### src/design/marching_squares_tile_paste_assert.svh
// Assertion macros for the marching squares tile paster.
// Depends on nothing; the including module supplies clk_i and rst_ni.
`ifndef MARCHING_SQUARES_TILE_PASTE_ASSERT_SVH
`define MARCHING_SQUARES_TILE_PASTE_ASSERT_SVH

// Plain property, checked on every clock edge outside reset.
`define MSTP_ASSERT(lbl, prop, msg) \
  lbl: assert property (@(posedge clk_i) disable iff (!rst_ni) (prop)) else $error(msg);

// Overlapping implication, checked on every clock edge outside reset.
`define MSTP_IMPLY(lbl, ante, cons, msg) \
  lbl: assert property (@(posedge clk_i) disable iff (!rst_ni) (ante) |-> (cons)) \
    else $error(msg);

`endif

### src/design/mstp_ram.sv
// Generic simple dual-port RAM: one write port, one read port with registered data.
// Depends on nothing; instantiated by marching_squares_tile_paste.
module mstp_ram #(
  parameter int WIDTH = 8,
  parameter int DEPTH = 16
) (
  input  logic                     clk_i,
  input  logic                     we_i,
  input  logic [$clog2(DEPTH)-1:0] waddr_i,
  input  logic [WIDTH-1:0]         wdata_i,
  input  logic                     re_i,
  input  logic [$clog2(DEPTH)-1:0] raddr_i,
  output logic [WIDTH-1:0]         rdata_o
);

  logic [WIDTH-1:0] mem_q [DEPTH];
  logic [WIDTH-1:0] rdata_q;

  // Write port.
  always_ff @(posedge clk_i) begin
    if (we_i) begin
      mem_q[waddr_i] <= wdata_i;
    end
  end

  // Read port with registered data, which holds between reads.
  always_ff @(posedge clk_i) begin
    if (re_i) begin
      rdata_q <= mem_q[raddr_i];
    end
  end

  assign rdata_o = rdata_q;

endmodule

### config.mk
export PLATFORM = sky130hd
export DESIGN_NAME = mstp_ram
export DESIGN_NICKNAME = d
export VERILOG_FILES = /design/src/design/marching_squares_tile_paste_assert.svh /design/src/design/mstp_ram.sv
export SDC_FILE = /design/constraint.sdc
export NUM_CORES = 1
export LEC_CHECK = 0
export ABC_AREA = 1
export BUFFER_PORTS_ARGS = -buffer_cell sky130_fd_sc_hd__buf_2
export CELL_PAD_IN_SITES_DETAIL_PLACEMENT = 0
export CELL_PAD_IN_SITES_GLOBAL_PLACEMENT = 2
export CORE_ASPECT_RATIO = 0.7
export CORE_MARGIN = 2
export CORE_UTILIZATION = 35
export CTS_CLUSTER_DIAMETER = 40
export CTS_CLUSTER_SIZE = 40
export DETAILED_ROUTE_END_ITERATION = 6
export GPL_TIMING_DRIVEN = 0
export HOLD_SLACK_MARGIN = 0.12
export PLACE_DENSITY = 0.68
export SLEW_MARGIN = 20
export SYNTH_ARGS = -nofsm -noshare
export SYNTH_HDL_FRONTEND = slang
export SYNTH_SLANG_ARGS = --single-unit
export TNS_END_PERCENT = 20
### constraint.sdc
create_clock -name clk_i -period 1.4 [get_ports clk_i]
set_input_delay 0.21 -clock clk_i [delete_from_list [all_inputs] [get_ports clk_i]]
set_output_delay 0.21 -clock clk_i [all_outputs]
set_load 0.05 [all_outputs]
# After elaboration in Yosys (flattened, before gate mapping)
# Memories as Yosys holds them, arrays and structs flattened. A register that Yosys moved wholly into a read port is not among the register bits.
# Index checks and enable logic that the tools add are counted.
dict set report totals {
  reg_bits 0
  memories 1
  mem_bits_rw 128
  input_bits 19
}
# name words width rd rd_ports_with_merged_regs write_ports line
set memory_table {}
lappend memory_table {mem_q 16 8 1 1 1 mstp_ram.sv:16} ;# logic [WIDTH-1:0] mem_q [DEPTH];
dict set report op_classes {
  n_mux 2
}
# operator count
set ops {}
lappend ops {{two-way mux 1 bit} 2}

# Depth between registers and ports, before layout
dict set report depth {
  depth_word 2
  ltp_mapped 8
  depth_no_buf 7
}

# Least setup slack after synthesis
# OpenSTA, ideal clock, no wires.
dict set report synth_timing {
  path_kind {input port to flip-flop}
  from {input waddr_i[2]}
  to {memory mem_q[10][0], enable pin}
  path_buffers 0
  stages 2
  setup_time_ns 0.370
  required_time_ns 1.030
  setup_slack_ns 0.239
  arrival_ns 0.791
  cell_sequence {nand3b_1 nor2_1}
}
# item line
set synth_rtl {}
lappend synth_rtl {{start: declaration} mstp_ram.sv:9} ;# input logic [$clog2(DEPTH)-1:0] waddr_i,
lappend synth_rtl {{end: declaration} mstp_ram.sv:16}
# Straight into the memory's write port.

# Worst setup path after layout
dict set report layout_timing {
  from {input waddr_i[3]}
  to {memory mem_q[7][4], enable pin}
}
# Straight into the memory's write port.

==> results.tsv <==
metric	value	unit
critical path type	in -> reg	
Hold Crit Start	re_i	
CP endpoint kind	register	
GP Congestion	0.789	
nets	612	
Post-route DRC	0	
worst path required time	1430	ps
largest area contributor in the netlist	edfxtp_1	
Worst Hold End	rdata_o[2]	
Cell Chain, Critical Path	buf_2, nand3b_1, nor2_1	
Root Buffer	clkbuf_16	
Final Cycle Share	97.4	%
# fillers	1593	
reg2reg start	mem_q[15][0]	
CTS tree	built	
Arr. time, crit path	1400	ps
Slew headroom	34.8	%
critical path's largest stage delay	780	ps
library cells used by synthesis	11	
Comb power frac	7.6	%
switching power	2.09	mW
Skew-Pair Late Insertion Delay	410	ps
GRT Resource Usage Total	19.9	%
area delta synth->final	15.3	%
setup TNS	0	ps
CP startpoint	waddr_i[3]	
sequential power share	50.0	%
RSZ-0062 raised after global routing	true	
commonest non-fill, non-tap cell in the layout	nand2_1	
Yosys top cell area share	69.8	%
row cnt	39	
Clock power frac	42.4	%
die area	17800	um2
Max Cap Violations	0	
clk buf depth	2	
antenna violations before repair	0	
leakage	2.87	nW
status	complete, no violations	
largest net degree at the start of global routing	17	
Post-CTS Hold Buffers	0	
register area share after synthesis	69.8	%
switching share of power	22.7	%
First DRT Iteration DRCs	421	
vias in the first global route	3650	
PwrDens	1370	nW/um2
Vias per Instance	4.68	
peak supply drop	0.000943	V
number of synthesized register bits	136	
Critical Path Fanout Max	8	
Initial Util	35.8	%
Worst Hold Class	in -> reg	
Hold Fails Final Rpt	0	
H-Tree Level Count	4	
hold depth	1	
drt pass-1 iters	7	
drt total wl	16600	um
Reg2Reg Depth	6	
Max Slew Vio Count	0	
# diodes	0	
synthesized area per cell	10.6	um2
post-synthesis cell count	551	
FF-to-FF setup slack	190	ps
IO Pins	27	
Slew @ Worst Pin	975	ps
commonest non-fill, non-tap cells in the layout	nand2_1, edfxtp_1, inv_1	
grt ovf	0	
Final HPWL DP	10900	um
Worst Setup Start Kind	input port	
cts bufs inserted	17	
WHS	167	ps
placeable core region	16300	um2
Synth area leaders	edfxtp_1, nand2_1, nand3_1	
Clk pin slew, worst setup/hold paths	60	ps
Synth Cell Area	5850	um2
P_int	7.13	mW
min cycle time layout	1360	ps
setup violators final	0	
Antenna Nets Post-Route	0	
Die W	158	um
Die Y	112	um
slowest stage cell, crit path	nor2_1	
Max Clock Skew	7.78	ps
Tot Pwr	9.22	mW
Fmax	0.733	GHz
Syn Nets	570	
via count	3872	
CTS Sinks	136	
layout cells sized above 1	11.8	%
first-pass GRT wire length	24300	um
WL/cell	20.1	um
# port buffers	23	
worst r2r dst	rdata_o[0]	
Synth Warn #	0	
==> state kept, by name (all words and copies together), names as in the netlist <==
register,flops
rdata_o,8
mem_q,128
==> layer usage <==
layer	global-route usage, %	wire length [um]	vias to the layer above
met3	4.71	816	6
met4	3.96	95	0
li1	-	-	1866
met2	26.3	6720	98
met5	0	0	-
met1	32.7	8990	1902
==> cells by family (layout without fill, tap and decap cells) <==
family	Yosys count	in the layout	synth area share (%)
flip-flops	136	136	69.8
buffers and inverters	126	177	9.39
AND/OR/NAND/NOR	289	289	20.8
==> repair_timing <==
item | 4_1_cts | 5_1_grt
buffers inserted | 0 | 0
resized for setup | 0 | 1
endpoints found under the setup margin | 0 | 39
==> cell type report <==
type                       count  area, um2  area share, %
tap                          225        282           4.17
inverter                     102        383           5.68
timing repair buffer          23        115           1.71
multi-input combinational    289       1220           18.0
clock buffer                  21        440           6.53
sequential                   136       4080           60.6
buffer                        24        166           2.47
clock inverter                 7       57.6          0.853
==> synth_stat cells <==
master and n:
buf_1 1, buf_2 13, buf_4 4, buf_6 6, edfxtp_1 136, inv_1 100, inv_2 2, nand2_1 173
nand3_1 97, nand3b_1 2, nor2_1 17
==> critical path, delay by kind of cell <==
kind | cells | cell delay, ps
buffers and inverters | 1 | 120
and+or+nand+nor | 2 | 1070
==> power by group through the flow <==
| stage | Sequential (mW) | Clock, mW | Combinational [mW] |
|---|---|---|---|
| 2_1_floorplan | 4.76 | 0 | 0.322 |
| 3_3_place_gp | 4.69 | 0 | 0.695 |
| 3_5_place_dp | 4.69 | 0 | 0.700 |
| 4_1_cts | 4.61 | 3.97 | 0.702 |
| 5_1_grt | 4.62 | 4.17 | 0.768 |
| 6_report | 4.61 | 3.91 | 0.700 |
==> worst max-delay path by stage <==
stage / end / slack, ps / depth (start not counted)
global placement: mem_q[7][1] / -360 / 3
finish: mem_q[7][4] / 40 / 3
detailed placement: mem_q[4][3] / -390 / 3
CTS: mem_q[4][7] / 40 / 3
floorplan: mem_q[10][0] / 240 / 2
global route: mem_q[12][0] / -10 / 4
==> per-stage QoR <==
step | std cells | util [%] | instance area (um2) | setup slack, ps
6_report | 827 | 41.3 | 6740 | 36.4
5_1_grt | 827 | 41.3 | 6740 | -13.1
4_1_cts | 827 | 41.2 | 6740 | 44.6
3_5_place_dp | 799 | 38.2 | 6240 | -392
3_3_place_gp | 799 | 38.2 | 6240 | -358
2_1_floorplan | 551 | - | 5850 | 239
(Power assumes the default switching activity.)
